==> src/fsl_pkg.sv <==
`default_nettype none
package fsl_pkg;

    localparam int SENSOR_COUNT = 26;
    localparam int FINGER_COUNT = 10;
    localparam int PALM_SIDE    = 4;

    localparam int CHAN_W    = 5;
    localparam int SAMPLE_W  = 24;
    localparam int FORCE_W   = 40;
    localparam int DIFF_W    = 25;
    localparam int BIAS_W    = 21;
    localparam int GAIN_W    = 22;
    localparam int RATE_W    = 23;
    localparam int FRAC_W    = 20;
    localparam int X_W       = 26;
    localparam int N_W       = X_W - FRAC_W;
    localparam int TERM_W    = 31;
    localparam int Y_W       = 30;
    localparam int SUM_W     = 33;
    localparam int FEXP_W    = SUM_W - 10;
    localparam int K_W       = 4;
    localparam int MUL_A_W   = 40;
    localparam int MUL_B_W   = 32;
    localparam int MUL_SEG_W = 20;
    localparam int PROD_W    = MUL_A_W + MUL_B_W;
    localparam int PADDR_W   = 3;

    localparam int TAYLOR_TERMS = 13;
    localparam int N_MAX        = 16;
    localparam int SRC_A        = 20;
    localparam int SRC_B        = 21;
    localparam int DST_A        = 24;
    localparam int DST_B        = 25;

    localparam logic [FORCE_W-1:0] FORCE_MAX = '1;

    localparam logic REG_CAL = 1'b0;
    localparam logic REG_SUB = 1'b1;

    function automatic logic [BIAS_W-1:0] q20b(input int unsigned n);
        return BIAS_W'((64'(n) * 64'd1048576 + 64'd5000) / 64'd10000);
    endfunction

    function automatic logic [RATE_W-1:0] q20r(input int unsigned n);
        return RATE_W'((64'(n) * 64'd1048576 + 64'd5000) / 64'd10000);
    endfunction

    function automatic logic [GAIN_W-1:0] q16g(input int unsigned n);
        return GAIN_W'((64'(n) * 64'd65536 + 64'd5000) / 64'd10000);
    endfunction

    localparam logic [BIAS_W-1:0] BIAS_ROM [32] = '{
        q20b(11075), q20b(11075), q20b(11075), q20b(9650),  q20b(15100),
        q20b(12300), q20b(12950), q20b(15600), q20b(12300), q20b(12000),
        q20b(9624),  q20b(8556),  q20b(8556),  q20b(14423),
        q20b(11704), q20b(8844),  q20b(8844),  q20b(13550),
        q20b(11704), q20b(8844),  q20b(8844),  q20b(13550),
        q20b(15004), q20b(13704), q20b(11704), q20b(11235),
        '0, '0, '0, '0, '0, '0
    };

    localparam logic [GAIN_W-1:0] GAIN_ROM [32] = '{
        q16g(26179),  q16g(26179),  q16g(26179),  q16g(28000),  q16g(28570),
        q16g(26179),  q16g(26179),  q16g(26179),  q16g(26179),  q16g(26179),
        q16g(170291), q16g(155607), q16g(155607), q16g(384854),
        q16g(150423), q16g(150737), q16g(150737), q16g(120448),
        q16g(150423), q16g(150737), q16g(150737), q16g(100582),
        q16g(150423), q16g(150423), q16g(150423), q16g(150423),
        '0, '0, '0, '0, '0, '0
    };

    localparam logic [RATE_W-1:0] RATE_ROM [32] = '{
        q20r(36545), q20r(36740), q20r(35560), q20r(39893), q20r(49741),
        q20r(42741), q20r(39741), q20r(39741), q20r(45741), q20r(41741),
        q20r(30775), q20r(36000), q20r(35000), q20r(47553),
        q20r(37541), q20r(28864), q20r(29864), q20r(50022),
        q20r(34541), q20r(28864), q20r(29864), q20r(50022),
        q20r(37841), q20r(38841), q20r(29864), q20r(50022),
        '0, '0, '0, '0, '0, '0
    };

    // round(e^n * 2^16)
    function automatic logic [FORCE_W-1:0] exp_int(input logic [4:0] n);
        logic [FORCE_W-1:0] e;
        case (n)
            5'd0:    e = 40'd65536;
            5'd1:    e = 40'd178145;
            5'd2:    e = 40'd484250;
            5'd3:    e = 40'd1316326;
            5'd4:    e = 40'd3578144;
            5'd5:    e = 40'd9726405;
            5'd6:    e = 40'd26439109;
            5'd7:    e = 40'd71868951;
            5'd8:    e = 40'd195360063;
            5'd9:    e = 40'd531043708;
            5'd10:   e = 40'd1443526462;
            5'd11:   e = 40'd3923911751;
            5'd12:   e = 40'd10666298010;
            5'd13:   e = 40'd28994004059;
            5'd14:   e = 40'd78813874367;
            5'd15:   e = 40'd214238322522;
            5'd16:   e = 40'd582360139072;
            default: e = '0;
        endcase
        return e;
    endfunction

    // floor(2^31 / k)
    function automatic logic [MUL_B_W-1:0] recip(input logic [K_W-1:0] k);
        logic [MUL_B_W-1:0] m;
        case (k)
            4'd1:    m = 32'd2147483648;
            4'd2:    m = 32'd1073741824;
            4'd3:    m = 32'd715827882;
            4'd4:    m = 32'd536870912;
            4'd5:    m = 32'd429496729;
            4'd6:    m = 32'd357913941;
            4'd7:    m = 32'd306783378;
            4'd8:    m = 32'd268435456;
            4'd9:    m = 32'd238609294;
            4'd10:   m = 32'd214748364;
            4'd11:   m = 32'd195225786;
            4'd12:   m = 32'd178956970;
            4'd13:   m = 32'd165191049;
            default: m = '0;
        endcase
        return m;
    endfunction

    typedef enum logic [3:0] {
        OP_IDLE, OP_LOAD, OP_CAL, OP_ZERO, OP_SAT,
        OP_MUL_X, OP_TAKE_X, OP_MUL_P, OP_TAKE_P,
        OP_MUL_T, OP_TAKE_T, OP_MUL_Q, OP_TAKE_Q, OP_FIX,
        OP_MUL_F, OP_TAKE_F
    } dp_op_t;

    typedef enum logic [3:0] {
        ST_IDLE, ST_CAL, ST_CHECK_D, ST_WAIT_X, ST_CHECK_N, ST_WAIT_P,
        ST_CHECK_P, ST_MUL_T, ST_WAIT_T, ST_MUL_Q, ST_WAIT_Q, ST_FIX,
        ST_MUL_F, ST_WAIT_F, ST_EMIT
    } ctrl_state_t;

    typedef struct packed {
        dp_op_t op;
        logic   emit;
    } dp_cmd_t;

    typedef struct packed {
        logic d_pos;
        logic n_big;
        logic p_big;
        logic k_last;
        logic mul_done;
        logic out_free;
    } dp_sts_t;

endpackage
`default_nettype wire

==> src/fsr_scan_exp_linearizer.sv <==
`default_nettype none
// Force-sensor scan linearizer. Each input transaction is one ADC sample for
// the current scan channel (10 finger channels, then a 4x4 palm grid); each
// gives exactly one result with the channel, the force c1*exp(c2*(v-bias))
// in Q24.16 (zero for a non-positive difference), and the mux/ADC selects
// for the next sample. A sample is taken only when idle, after the previous
// result is written to the result register, where it may wait for
// out_ready. For a positive difference the fractional exponent is a series
// of 13 terms after the leading one, each using the single two-segment
// multiplier twice (term product, then reciprocal divide) plus a correction
// step. Non-positive differences and calibration mode skip the series; a
// clipped integer exponent or gain product saturates the force.
// Registers: 0x0 calibration_mode, 0x4 substitute_last_pair (reset 1).
module fsr_scan_exp_linearizer
    import fsl_pkg::*;
(
    input  wire logic                       clk,
    input  wire logic                       rst_n,
    input  wire logic                       psel,
    input  wire logic                       penable,
    input  wire logic                       pwrite,
    input  wire logic [PADDR_W-1:0]         paddr,
    input  wire logic [31:0]                pwdata,
    output logic [31:0]                     prdata,
    output logic                            pready,
    input  wire logic                       in_valid,
    output logic                            in_ready,
    input  wire logic signed [SAMPLE_W-1:0] sample_volts,
    output logic                            out_valid,
    input  wire logic                       out_ready,
    output logic [CHAN_W-1:0]               sensor_channel,
    output logic [FORCE_W-1:0]              force_value,
    output logic                            force_saturated,
    output logic signed [SAMPLE_W-1:0]      passthrough_volts,
    output logic                            next_adc_input,
    output logic [3:0]                      next_finger_mux,
    output logic [1:0]                      next_palm_row,
    output logic [1:0]                      next_palm_col,
    output logic                            last_in_scan
);

    logic    cal_reg, cal_next;
    logic    sub_reg, sub_next;
    logic    wr_en;
    dp_cmd_t cmd;
    dp_sts_t sts;

    always_comb
    begin
        wr_en    = psel && penable && pwrite;
        cal_next = cal_reg;
        sub_next = sub_reg;
        if (wr_en)
        begin
            unique case (paddr[2])
                REG_CAL: cal_next = pwdata[0];
                REG_SUB: sub_next = pwdata[0];
                default: cal_next = cal_reg;
            endcase
        end
        unique case (paddr[2])
            REG_CAL: prdata = {31'b0, cal_reg};
            REG_SUB: prdata = {31'b0, sub_reg};
            default: prdata = '0;
        endcase
    end

    assign pready = 1'b1;

    always_ff @(posedge clk or negedge rst_n)
    begin
        if (!rst_n)
        begin
            cal_reg <= 1'b0;
            sub_reg <= 1'b1;
        end
        else
        begin
            cal_reg <= cal_next;
            sub_reg <= sub_next;
        end
    end

    fsl_ctrl u_ctrl (
        .clk      (clk),
        .rst_n    (rst_n),
        .in_valid (in_valid),
        .in_ready (in_ready),
        .cal_mode (cal_reg),
        .sts      (sts),
        .cmd      (cmd)
    );

    fsl_dp u_dp (
        .clk               (clk),
        .rst_n             (rst_n),
        .cmd               (cmd),
        .sts               (sts),
        .sample_volts      (sample_volts),
        .cal_mode          (cal_reg),
        .sub_pair          (sub_reg),
        .out_ready         (out_ready),
        .out_valid         (out_valid),
        .sensor_channel    (sensor_channel),
        .force_value       (force_value),
        .force_saturated   (force_saturated),
        .passthrough_volts (passthrough_volts),
        .next_adc_input    (next_adc_input),
        .next_finger_mux   (next_finger_mux),
        .next_palm_row     (next_palm_row),
        .next_palm_col     (next_palm_col),
        .last_in_scan      (last_in_scan)
    );

endmodule
`default_nettype wire

==> src/fsl_mul.sv <==
`default_nettype none
module fsl_mul
    import fsl_pkg::*;
(
    input  wire logic               clk,
    input  wire logic               rst_n,
    input  wire logic               start,
    input  wire logic [MUL_A_W-1:0] a,
    input  wire logic [MUL_B_W-1:0] b,
    output logic                    done,
    output logic [PROD_W-1:0]       prod
);

    localparam int PART_W = MUL_SEG_W + MUL_B_W;

    logic                          phase_reg, phase_next;
    logic                          done_reg, done_next;
    logic [MUL_A_W-MUL_SEG_W-1:0]  hi_reg, hi_next;
    logic [MUL_B_W-1:0]            b_reg, b_next;
    logic [PROD_W-1:0]             acc_reg, acc_next;
    logic [PART_W-1:0]             lo_prod;
    logic [PART_W-1:0]             hi_prod;

    // low segment on start, high segment in the cycle after
    always_comb
    begin
        lo_prod    = PART_W'(a[MUL_SEG_W-1:0]) * PART_W'(b);
        hi_prod    = PART_W'(hi_reg) * PART_W'(b_reg);
        phase_next = start;
        done_next  = phase_reg;
        hi_next    = start ? a[MUL_A_W-1:MUL_SEG_W] : hi_reg;
        b_next     = start ? b : b_reg;
        if (start)
        begin
            acc_next = PROD_W'(lo_prod);
        end
        else if (phase_reg)
        begin
            acc_next = acc_reg + (PROD_W'(hi_prod) << MUL_SEG_W);
        end
        else
        begin
            acc_next = acc_reg;
        end
    end

    always_ff @(posedge clk or negedge rst_n)
    begin
        if (!rst_n)
        begin
            phase_reg <= 1'b0;
            done_reg  <= 1'b0;
        end
        else
        begin
            phase_reg <= phase_next;
            done_reg  <= done_next;
        end
    end

    always_ff @(posedge clk)
    begin
        hi_reg  <= hi_next;
        b_reg   <= b_next;
        acc_reg <= acc_next;
    end

    assign done = done_reg;
    assign prod = acc_reg;

`ifndef SYNTHESIS
    assert property (@(posedge clk) disable iff (!rst_n) start |-> ##2 done)
        else $error("multiplier result not ready two cycles after start");
`endif

endmodule
`default_nettype wire

==> src/fsl_dp.sv <==
`default_nettype none
module fsl_dp
    import fsl_pkg::*;
(
    input  wire logic                       clk,
    input  wire logic                       rst_n,
    input  wire dp_cmd_t                    cmd,
    output dp_sts_t                         sts,
    input  wire logic signed [SAMPLE_W-1:0] sample_volts,
    input  wire logic                       cal_mode,
    input  wire logic                       sub_pair,
    input  wire logic                       out_ready,
    output logic                            out_valid,
    output logic [CHAN_W-1:0]               sensor_channel,
    output logic [FORCE_W-1:0]              force_value,
    output logic                            force_saturated,
    output logic signed [SAMPLE_W-1:0]      passthrough_volts,
    output logic                            next_adc_input,
    output logic [3:0]                      next_finger_mux,
    output logic [1:0]                      next_palm_row,
    output logic [1:0]                      next_palm_col,
    output logic                            last_in_scan
);

    // scan and held state
    logic [CHAN_W-1:0]   chan_reg, chan_next;
    logic [1:0]          row_reg, row_next;
    logic [1:0]          col_reg, col_next;
    logic [FORCE_W-1:0]  held_a_reg, held_a_next;
    logic [FORCE_W-1:0]  held_b_reg, held_b_next;
    logic [K_W-1:0]      k_reg, k_next;

    // working registers
    logic [DIFF_W-1:0]   d_reg, d_next;
    logic [X_W-1:0]      x_reg, x_next;
    logic [FORCE_W-1:0]  p_reg, p_next;
    logic                pbig_reg, pbig_next;
    logic [TERM_W-1:0]   term_reg, term_next;
    logic [SUM_W-1:0]    sum_reg, sum_next;
    logic [Y_W-1:0]      y_reg, y_next;
    logic [Y_W-1:0]      q0_reg, q0_next;
    logic [FORCE_W-1:0]  force_reg, force_next;
    logic                fsat_reg, fsat_next;
    logic [SAMPLE_W-1:0] pass_reg, pass_next;
    logic                cal_reg, cal_next;

    // output register
    logic                out_valid_reg, out_valid_next;
    logic [CHAN_W-1:0]   o_chan_reg, o_chan_next;
    logic [FORCE_W-1:0]  o_force_reg, o_force_next;
    logic                o_sat_reg, o_sat_next;
    logic [SAMPLE_W-1:0] o_pass_reg, o_pass_next;
    logic                o_adc_reg, o_adc_next;
    logic [3:0]          o_mux_reg, o_mux_next;
    logic [1:0]          o_row_reg, o_row_next;
    logic [1:0]          o_col_reg, o_col_next;
    logic                o_last_reg, o_last_next;

    logic                mul_start;
    logic [MUL_A_W-1:0]  mul_a;
    logic [MUL_B_W-1:0]  mul_b;
    logic                mul_done;
    logic [PROD_W-1:0]   prod;

    logic [DIFF_W-1:0]   d_calc;
    logic [N_W-1:0]      n_int;
    logic [FRAC_W-1:0]   r_frac;
    logic [Y_W+K_W-1:0]  q0k;
    logic [Y_W+K_W-1:0]  rem;
    logic [Y_W-1:0]      q_fix;
    logic [SUM_W-1:0]    sum_rnd;
    logic [FEXP_W-1:0]   fexp;
    logic                is_last;
    logic [CHAN_W-1:0]   nxt;
    logic                nxt_palm;

    fsl_mul u_mul (
        .clk   (clk),
        .rst_n (rst_n),
        .start (mul_start),
        .a     (mul_a),
        .b     (mul_b),
        .done  (mul_done),
        .prod  (prod)
    );

    always_comb
    begin
        d_calc  = {sample_volts[SAMPLE_W-1], sample_volts}
                  - {{(DIFF_W-BIAS_W){1'b0}}, BIAS_ROM[chan_reg]};
        n_int   = x_reg[X_W-1:FRAC_W];
        r_frac  = x_reg[FRAC_W-1:0];
        // reciprocal quotient is low by at most one: fix with one compare
        q0k     = (Y_W+K_W)'(q0_reg) * (Y_W+K_W)'(k_reg);
        rem     = (Y_W+K_W)'(y_reg) - q0k;
        q_fix   = q0_reg + Y_W'(rem >= (Y_W+K_W)'(k_reg));
        sum_rnd = sum_reg + SUM_W'(512);
        fexp    = sum_rnd[SUM_W-1:10];
    end

    always_comb
    begin
        sts.d_pos    = !d_reg[DIFF_W-1] && (d_reg != '0);
        sts.n_big    = n_int > N_W'(N_MAX);
        sts.p_big    = pbig_reg;
        sts.k_last   = k_reg == K_W'(TAYLOR_TERMS);
        sts.mul_done = mul_done;
        sts.out_free = !out_valid_reg || out_ready;
    end

    always_comb
    begin
        d_next     = d_reg;
        x_next     = x_reg;
        p_next     = p_reg;
        pbig_next  = pbig_reg;
        term_next  = term_reg;
        sum_next   = sum_reg;
        k_next     = k_reg;
        y_next     = y_reg;
        q0_next    = q0_reg;
        force_next = force_reg;
        fsat_next  = fsat_reg;
        pass_next  = pass_reg;
        cal_next   = cal_reg;
        mul_start  = 1'b0;
        mul_a      = '0;
        mul_b      = '0;
        unique case (cmd.op)
            OP_IDLE:
            begin
            end
            OP_LOAD:
            begin
                d_next    = d_calc;
                pass_next = sample_volts;
                cal_next  = cal_mode;
            end
            OP_CAL, OP_ZERO:
            begin
                force_next = '0;
                fsat_next  = 1'b0;
            end
            OP_SAT:
            begin
                force_next = FORCE_MAX;
                fsat_next  = 1'b1;
            end
            OP_MUL_X:
            begin
                mul_start = 1'b1;
                mul_a     = MUL_A_W'(d_reg[DIFF_W-2:0]);
                mul_b     = MUL_B_W'(RATE_ROM[chan_reg]);
            end
            OP_TAKE_X:
            begin
                x_next = prod[X_W+FRAC_W-1:FRAC_W];
            end
            OP_MUL_P:
            begin
                mul_start = 1'b1;
                mul_a     = exp_int(n_int[4:0]);
                mul_b     = MUL_B_W'(GAIN_ROM[chan_reg]);
            end
            OP_TAKE_P:
            begin
                p_next    = prod[FORCE_W+15:16];
                pbig_next = |prod[PROD_W-1:FORCE_W+16];
                term_next = TERM_W'(1) << 30;
                sum_next  = SUM_W'(1) << 30;
                k_next    = K_W'(1);
            end
            OP_MUL_T:
            begin
                mul_start = 1'b1;
                mul_a     = MUL_A_W'(term_reg);
                mul_b     = MUL_B_W'({r_frac, 10'b0});
            end
            OP_TAKE_T:
            begin
                y_next = prod[Y_W+29:30];
            end
            OP_MUL_Q:
            begin
                mul_start = 1'b1;
                mul_a     = MUL_A_W'(y_reg);
                mul_b     = recip(k_reg);
            end
            OP_TAKE_Q:
            begin
                q0_next = prod[Y_W+30:31];
            end
            OP_FIX:
            begin
                term_next = TERM_W'(q_fix);
                sum_next  = sum_reg + SUM_W'(q_fix);
                k_next    = k_reg + K_W'(1);
            end
            OP_MUL_F:
            begin
                mul_start = 1'b1;
                mul_a     = p_reg;
                mul_b     = MUL_B_W'(fexp);
            end
            OP_TAKE_F:
            begin
                if (|prod[PROD_W-1:FORCE_W+FRAC_W])
                begin
                    force_next = FORCE_MAX;
                    fsat_next  = 1'b1;
                end
                else
                begin
                    force_next = prod[FORCE_W+FRAC_W-1:FRAC_W];
                    fsat_next  = 1'b0;
                end
            end
        endcase
    end

    // result transaction, scan advance and next selects
    always_comb
    begin
        is_last  = chan_reg == CHAN_W'(SENSOR_COUNT - 1);
        nxt      = is_last ? '0 : chan_reg + CHAN_W'(1);
        nxt_palm = nxt >= CHAN_W'(FINGER_COUNT);

        chan_next   = chan_reg;
        row_next    = row_reg;
        col_next    = col_reg;
        held_a_next = held_a_reg;
        held_b_next = held_b_reg;

        o_chan_next  = o_chan_reg;
        o_force_next = o_force_reg;
        o_sat_next   = o_sat_reg;
        o_pass_next  = o_pass_reg;
        o_adc_next   = o_adc_reg;
        o_mux_next   = o_mux_reg;
        o_row_next   = o_row_reg;
        o_col_next   = o_col_reg;
        o_last_next  = o_last_reg;

        out_valid_next = out_ready ? 1'b0 : out_valid_reg;

        if (cmd.emit)
        begin
            out_valid_next = 1'b1;
            if (cal_reg)
            begin
                chan_next    = '0;
                row_next     = '0;
                col_next     = '0;
                o_chan_next  = '0;
                o_force_next = '0;
                o_sat_next   = 1'b0;
                o_pass_next  = pass_reg;
                o_adc_next   = 1'b0;
                o_mux_next   = '0;
                o_row_next   = '0;
                o_col_next   = '0;
                o_last_next  = 1'b0;
            end
            else
            begin
                if (!nxt_palm || nxt == CHAN_W'(FINGER_COUNT))
                begin
                    row_next = '0;
                    col_next = '0;
                end
                else if (col_reg == 2'(PALM_SIDE - 1))
                begin
                    row_next = row_reg + 2'd1;
                    col_next = '0;
                end
                else
                begin
                    col_next = col_reg + 2'd1;
                end
                if (chan_reg == CHAN_W'(SRC_A))
                begin
                    held_a_next = force_reg;
                end
                if (chan_reg == CHAN_W'(SRC_B))
                begin
                    held_b_next = force_reg;
                end
                o_force_next = force_reg;
                o_sat_next   = fsat_reg;
                if (sub_pair && chan_reg == CHAN_W'(DST_A))
                begin
                    o_force_next = held_a_reg;
                    o_sat_next   = held_a_reg == FORCE_MAX;
                end
                else if (sub_pair && chan_reg == CHAN_W'(DST_B))
                begin
                    o_force_next = held_b_reg;
                    o_sat_next   = held_b_reg == FORCE_MAX;
                end
                chan_next   = nxt;
                o_chan_next = chan_reg;
                o_pass_next = '0;
                o_adc_next  = nxt_palm;
                o_mux_next  = nxt_palm ? 4'd0 : nxt[3:0];
                o_row_next  = row_next;
                o_col_next  = col_next;
                o_last_next = is_last;
            end
        end
    end

    always_ff @(posedge clk or negedge rst_n)
    begin
        if (!rst_n)
        begin
            chan_reg      <= '0;
            row_reg       <= '0;
            col_reg       <= '0;
            held_a_reg    <= '0;
            held_b_reg    <= '0;
            k_reg         <= K_W'(1);
            out_valid_reg <= 1'b0;
        end
        else
        begin
            chan_reg      <= chan_next;
            row_reg       <= row_next;
            col_reg       <= col_next;
            held_a_reg    <= held_a_next;
            held_b_reg    <= held_b_next;
            k_reg         <= k_next;
            out_valid_reg <= out_valid_next;
        end
    end

    always_ff @(posedge clk)
    begin
        d_reg       <= d_next;
        x_reg       <= x_next;
        p_reg       <= p_next;
        pbig_reg    <= pbig_next;
        term_reg    <= term_next;
        sum_reg     <= sum_next;
        y_reg       <= y_next;
        q0_reg      <= q0_next;
        force_reg   <= force_next;
        fsat_reg    <= fsat_next;
        pass_reg    <= pass_next;
        cal_reg     <= cal_next;
        o_chan_reg  <= o_chan_next;
        o_force_reg <= o_force_next;
        o_sat_reg   <= o_sat_next;
        o_pass_reg  <= o_pass_next;
        o_adc_reg   <= o_adc_next;
        o_mux_reg   <= o_mux_next;
        o_row_reg   <= o_row_next;
        o_col_reg   <= o_col_next;
        o_last_reg  <= o_last_next;
    end

    assign out_valid         = out_valid_reg;
    assign sensor_channel    = o_chan_reg;
    assign force_value       = o_force_reg;
    assign force_saturated   = o_sat_reg;
    assign passthrough_volts = o_pass_reg;
    assign next_adc_input    = o_adc_reg;
    assign next_finger_mux   = o_mux_reg;
    assign next_palm_row     = o_row_reg;
    assign next_palm_col     = o_col_reg;
    assign last_in_scan      = o_last_reg;

`ifndef SYNTHESIS
    assert property (@(posedge clk) disable iff (!rst_n)
        chan_reg <= CHAN_W'(SENSOR_COUNT - 1))
        else $error("scan position beyond last channel");
    assert property (@(posedge clk) disable iff (!rst_n)
        k_reg != '0 && k_reg <= K_W'(TAYLOR_TERMS + 1))
        else $error("series index out of range");
    assert property (@(posedge clk) disable iff (!rst_n)
        out_valid_reg && o_last_reg |-> o_chan_reg == CHAN_W'(SENSOR_COUNT - 1))
        else $error("end of scan flagged on wrong channel");
`endif

endmodule
`default_nettype wire

==> src/fsl_ctrl.sv <==
`default_nettype none
module fsl_ctrl
    import fsl_pkg::*;
(
    input  wire logic    clk,
    input  wire logic    rst_n,
    input  wire logic    in_valid,
    output logic         in_ready,
    input  wire logic    cal_mode,
    input  wire dp_sts_t sts,
    output dp_cmd_t      cmd
);

    ctrl_state_t state_reg, state_next;

    always_comb
    begin
        state_next = state_reg;
        unique case (state_reg)
            ST_IDLE:
                if (in_valid)
                begin
                    state_next = cal_mode ? ST_CAL : ST_CHECK_D;
                end
            ST_CAL:     state_next = ST_EMIT;
            ST_CHECK_D: state_next = sts.d_pos ? ST_WAIT_X : ST_EMIT;
            ST_WAIT_X:  if (sts.mul_done) state_next = ST_CHECK_N;
            ST_CHECK_N: state_next = sts.n_big ? ST_EMIT : ST_WAIT_P;
            ST_WAIT_P:  if (sts.mul_done) state_next = ST_CHECK_P;
            ST_CHECK_P: state_next = sts.p_big ? ST_EMIT : ST_MUL_T;
            ST_MUL_T:   state_next = ST_WAIT_T;
            ST_WAIT_T:  if (sts.mul_done) state_next = ST_MUL_Q;
            ST_MUL_Q:   state_next = ST_WAIT_Q;
            ST_WAIT_Q:  if (sts.mul_done) state_next = ST_FIX;
            ST_FIX:     state_next = sts.k_last ? ST_MUL_F : ST_MUL_T;
            ST_MUL_F:   state_next = ST_WAIT_F;
            ST_WAIT_F:  if (sts.mul_done) state_next = ST_EMIT;
            ST_EMIT:    if (sts.out_free) state_next = ST_IDLE;
            default:    state_next = ST_IDLE;
        endcase
    end

    always_comb
    begin
        in_ready = 1'b0;
        cmd.op   = OP_IDLE;
        cmd.emit = 1'b0;
        unique case (state_reg)
            ST_IDLE:
            begin
                in_ready = 1'b1;
                if (in_valid)
                begin
                    cmd.op = OP_LOAD;
                end
            end
            ST_CAL:     cmd.op = OP_CAL;
            ST_CHECK_D: cmd.op = sts.d_pos ? OP_MUL_X : OP_ZERO;
            ST_WAIT_X:  if (sts.mul_done) cmd.op = OP_TAKE_X;
            ST_CHECK_N: cmd.op = sts.n_big ? OP_SAT : OP_MUL_P;
            ST_WAIT_P:  if (sts.mul_done) cmd.op = OP_TAKE_P;
            ST_CHECK_P: if (sts.p_big) cmd.op = OP_SAT;
            ST_MUL_T:   cmd.op = OP_MUL_T;
            ST_WAIT_T:  if (sts.mul_done) cmd.op = OP_TAKE_T;
            ST_MUL_Q:   cmd.op = OP_MUL_Q;
            ST_WAIT_Q:  if (sts.mul_done) cmd.op = OP_TAKE_Q;
            ST_FIX:     cmd.op = OP_FIX;
            ST_MUL_F:   cmd.op = OP_MUL_F;
            ST_WAIT_F:  if (sts.mul_done) cmd.op = OP_TAKE_F;
            ST_EMIT:    cmd.emit = sts.out_free;
            default:    cmd.op = OP_IDLE;
        endcase
    end

    always_ff @(posedge clk or negedge rst_n)
    begin
        if (!rst_n)
        begin
            state_reg <= ST_IDLE;
        end
        else
        begin
            state_reg <= state_next;
        end
    end

`ifndef SYNTHESIS
    assert property (@(posedge clk) disable iff (!rst_n) cmd.emit |-> sts.out_free)
        else $error("result written while output register is held");
`endif

endmodule
`default_nettype wire
==> config.mk <==
export PLATFORM = sky130hd
export DESIGN_NAME = fsr_scan_exp_linearizer
export DESIGN_NICKNAME = d
export VERILOG_FILES = /design/src/fsl_pkg.sv /design/src/fsr_scan_exp_linearizer.sv /design/src/fsl_mul.sv /design/src/fsl_dp.sv /design/src/fsl_ctrl.sv
export SDC_FILE = /design/constraint.sdc
export NUM_CORES = 2
export LEC_CHECK = 0
export BUFFER_PORTS_ARGS = -buffer_cell sky130_fd_sc_hd__buf_4
export CAP_MARGIN = 20
export CORE_MARGIN = 2
export CORE_UTILIZATION = 66
export DETAILED_ROUTE_END_ITERATION = 6
export PLACE_DENSITY = 0.86
export SKIP_LAST_GASP = 1
export SLEW_MARGIN = 0
export SYNTH_ARGS = -nofsm -noshare
export SYNTH_HDL_FRONTEND = slang
export SYNTH_SLANG_ARGS = --single-unit
export TNS_END_PERCENT = 1
==> constraint.sdc <==
create_clock -name clk -period 11.66 [get_ports clk]
set_clock_uncertainty 0.1 [all_clocks]
set_input_delay 0 -clock clk [delete_from_list [all_inputs] [get_ports clk]]
set_output_delay 0 -clock clk [all_outputs]
set_load 0.01 [all_outputs]
==> summary.md <==
| Metric | Value |
|---|---|
| Critical Path Start Type | `flop` |
| Ports | `roughly 180` |
| Vias in the first global route | `66,000` |
| Global-route usage over all layers | `about 42%` |
| Cells after synthesis | `roughly 8,300` |
| Commonest non-fill, non-tap cell in the layout | `inv_1` |
| Fraction of layout cells with a size suffix above 1 | `6.73%` |
| Iter 0 DRT Violations | `between 7,000 and 8,000` |
| Slew HR | `between 15 and 20%` |
| Antenna viol nets, final | `0` |
| Crit-path most repeated cell | `fa_1` |
| Grt total ovfl | `0` |
| Clock buffer depth | `3` |
| CP peak stage delay | `around 0.75 ns` |
| Unrepaired setup endpoints after global routing | `no` |
| Placed inst area | `between 80,000 and 90,000 um^2` |
| Post-Syn Area | `slightly below 80,000 um^2` |
| Sequential area share after synthesis | `22.2%` |
| Max Fclk | `about 93 MHz` |
| H-tree Lvls | `3` |
| Vias per cell | `about 6.5` |
| Max FFs per register | `56` |
| Area contributors post-synth | `fa_1, edfxtp_1, ha_1, inv_1, nand2_1` |
| Final GP Congestion | `1.12` |
| Die ar. | `approximately 120,000 um^2` |
| CP endpoint kind | `flop` |
| First-pass iteration count of the detailed router | `7` |
| Result of the run | `finished, violations left` |
| Synth warn | `0` |
| Synth Register Bits | `slightly above 600` |
| TNS Setup | `0 ns` |
| Actual slew at the worst max-slew pin | `1.26 ns` |
| Worst path slowest cell | `dfrtp_1` |
| Max-Cap Viols | `0` |
| Asr flop ratio synth | `between 10% and 20%` |
| Area leader, netlist | `fa_1` |
| Failing checks | `DRC` |
| CTS clk-pin slew, worst paths | `approximately 0.070 ns` |
| Fin. Hold Viols | `0` |
| Layout fillers | `approximately 8,000` |
| CTS tree | `yes` |
| Number of synthesized flops with an enable pin | `450` |
| Minimum clock period | `10.80 ns` |
| CP top delay family | `adder cells` |
| Clock buffer count from CTS | `70` |
| Post-synth cell types | `~110` |
| Most frequent cells in the layout | `inv_1, fa_1, nand2_1` |
| Commonest register cell after synthesis | `edfxtp_1` |
| Post-synth top area share | `just under 30%` |
| Buffers on Ports | `between 100 and 150` |
| Clk root buf | `clkbuf_16` |
| Vias | `about 64,000` |
| Layout area overhead | `6.86%` |
| DP HPWL | `196 mm` |
| DRC Markers | `37` |
| Overall routed net length | `255 mm` |
| Critical Path RT | `about 12 ns` |
| Final Max Slew Viols | `0` |
| CP Class | `reg -> reg` |
| CTS Sinks | `610` |
| R2R Setup Slk | `about 0.86 ns` |
| Die height | `about 350 um` |
| Synth Area per Inst | `slightly above 9 um^2` |
| Antenna violations before repair | `25` |
| Worst Path Buf+Inv | `10` |
| Die Wd | `347 um` |
| First-pass GRT wire length | `approximately 390 mm` |
| Nets@finish | `roughly 10,000` |
| Row count | `125` |
| Setup violations, final | `0` |
| WL/cell | `25.8 um` |
| Core area | `between 100,000 and 150,000 um^2` |
| Starting density of the core | `around two thirds` |
| Crit path DAT | `11.11 ns` |
| Design Area, Final | `between 80,000 and 90,000 um^2` |
| Hold Path Class | `in -> reg` |
| Largest net degree at the start of global routing | `between 70 and 80` |
| Worst-Skew Late Latency | `roughly 0.70 ns` |
| Max FO, Critical Path | `32` |
| Period utilisation layout | `92.6%` |
| Finished Core Util | `71.3%` |
==> worst paths after layout <==
path / start / endpoint / depth (start not counted)
setup / recovery: u_ctrl.state_reg[1] / u_dp.u_mul.prod[32] / 37
hold / removal: sample_volts[23] / u_dp.pass_reg[23] / 2
setup reg to reg: u_ctrl.state_reg[1] / u_dp.u_mul.prod[32] / 37
hold reg to reg: u_dp.u_mul.prod[19] / u_dp.p_reg[3] / 0
max in group asynchronous: rst_n / u_dp.held_a_reg[28] / 4
min in group asynchronous: rst_n / u_dp.k_reg[0] / 3
==> area by class of cell <==
cell class                 count  area [um^2]  share of cell area [%]
clock inverter                36          384                   0.463
antenna                       16         40.0                  0.0482
multi-input combinational   5948        53900                    64.9
inverter                    1337         5030                    6.05
timing repair buffer         330         2670                    3.22
tap                         1524         1910                    2.30
clock buffer                  92         1910                    2.30
sequential                   610        17200                    20.8
==> cells in the mapped netlist (all sizes together), types with 23 or more instances <==
cell / n
a21o: 164
nand2b: 54
nand3: 99
a22oi: 23
o21ai: 207
o31ai: 28
dfrtp: 100
xor2: 79
buf: 76
nor4: 30
nor2b: 47
fa: 1158
a221oi: 34
nand2: 1144
clkbuf: 379
dfxtp: 58
a21oi: 340
inv: 1330
ha: 514
or3: 26
mux2: 88
o211ai: 34
nand4: 63
o21a: 38
a221o: 24
o21bai: 31
xnor2: 150
edfxtp: 450
nor2: 588
mux2i: 74
and2: 437
a31oi: 30
a211oi: 73
and3: 36
nor3: 83
==> metal layers <==
layer,share of wire [%],track usage [%],up-vias
li1,-,-,26700
met1,33,51.0,31000
met2,43,63.9,4952
met3,14,14.8,1382
met4,8.8,30.1,22
met5,0.11,0,-
==> cells by family (layout without fill, tap and decap cells) <==
logic type / Yosys count / in the layout / synth area share (%)
AND/OR/NAND/NOR: 2654 / 2654 / 15.7
buffers and inverters: 1792 / 1795 / 8.85
adder cells (fa/ha/maj): 1673 / 1673 / 38.1
AO/OA/AOI/OAI: 1197 / 1197 / 10.3
flip-flops: 610 / 610 / 22.2
XOR/XNOR: 230 / 230 / 2.61
multiplexers: 162 / 162 / 2.23
other: 2 / 48 / 0.00967
==> what timing repair did <==
action | CTS | global route
setup buffers | 0 | 0
hold endpoints to repair | 82 | 0
hold buffers | 51 | 0
gates resized for setup | 0 | 0
==> metrics by stage <==
| step | setup WS (ns) | std cells | hold WS (ns) |
|---|---|---|---|
| final | 0.857 | 9893 | 0.0231 |
| after global routing | 0.302 | 9879 | 0.0196 |
| after CTS | 1.07 | 9876 | 0.0000546 |
| after detailed placement | 1.18 | 9697 | -0.0245 |
| after global placement | 1.14 | 9694 | -0.0166 |
| after floorplan | 2.47 | 8350 | -0.396 |
==> worst register-to-register path: cells and delay by family (launching register included) <==
kind	cells	cell delay, ns
DFF	1	0.75
xor gates and xnor gates	1	0.14
and+or+nand+nor	4	0.79
AOI/OAI and AO/OA	14	3.31
adders and majority gates	8	3.84
buffers and inverters	10	1.62
Power is not shown: default switching activity piles up to over one toggle a cycle in this logic, so the estimate is an artifact.
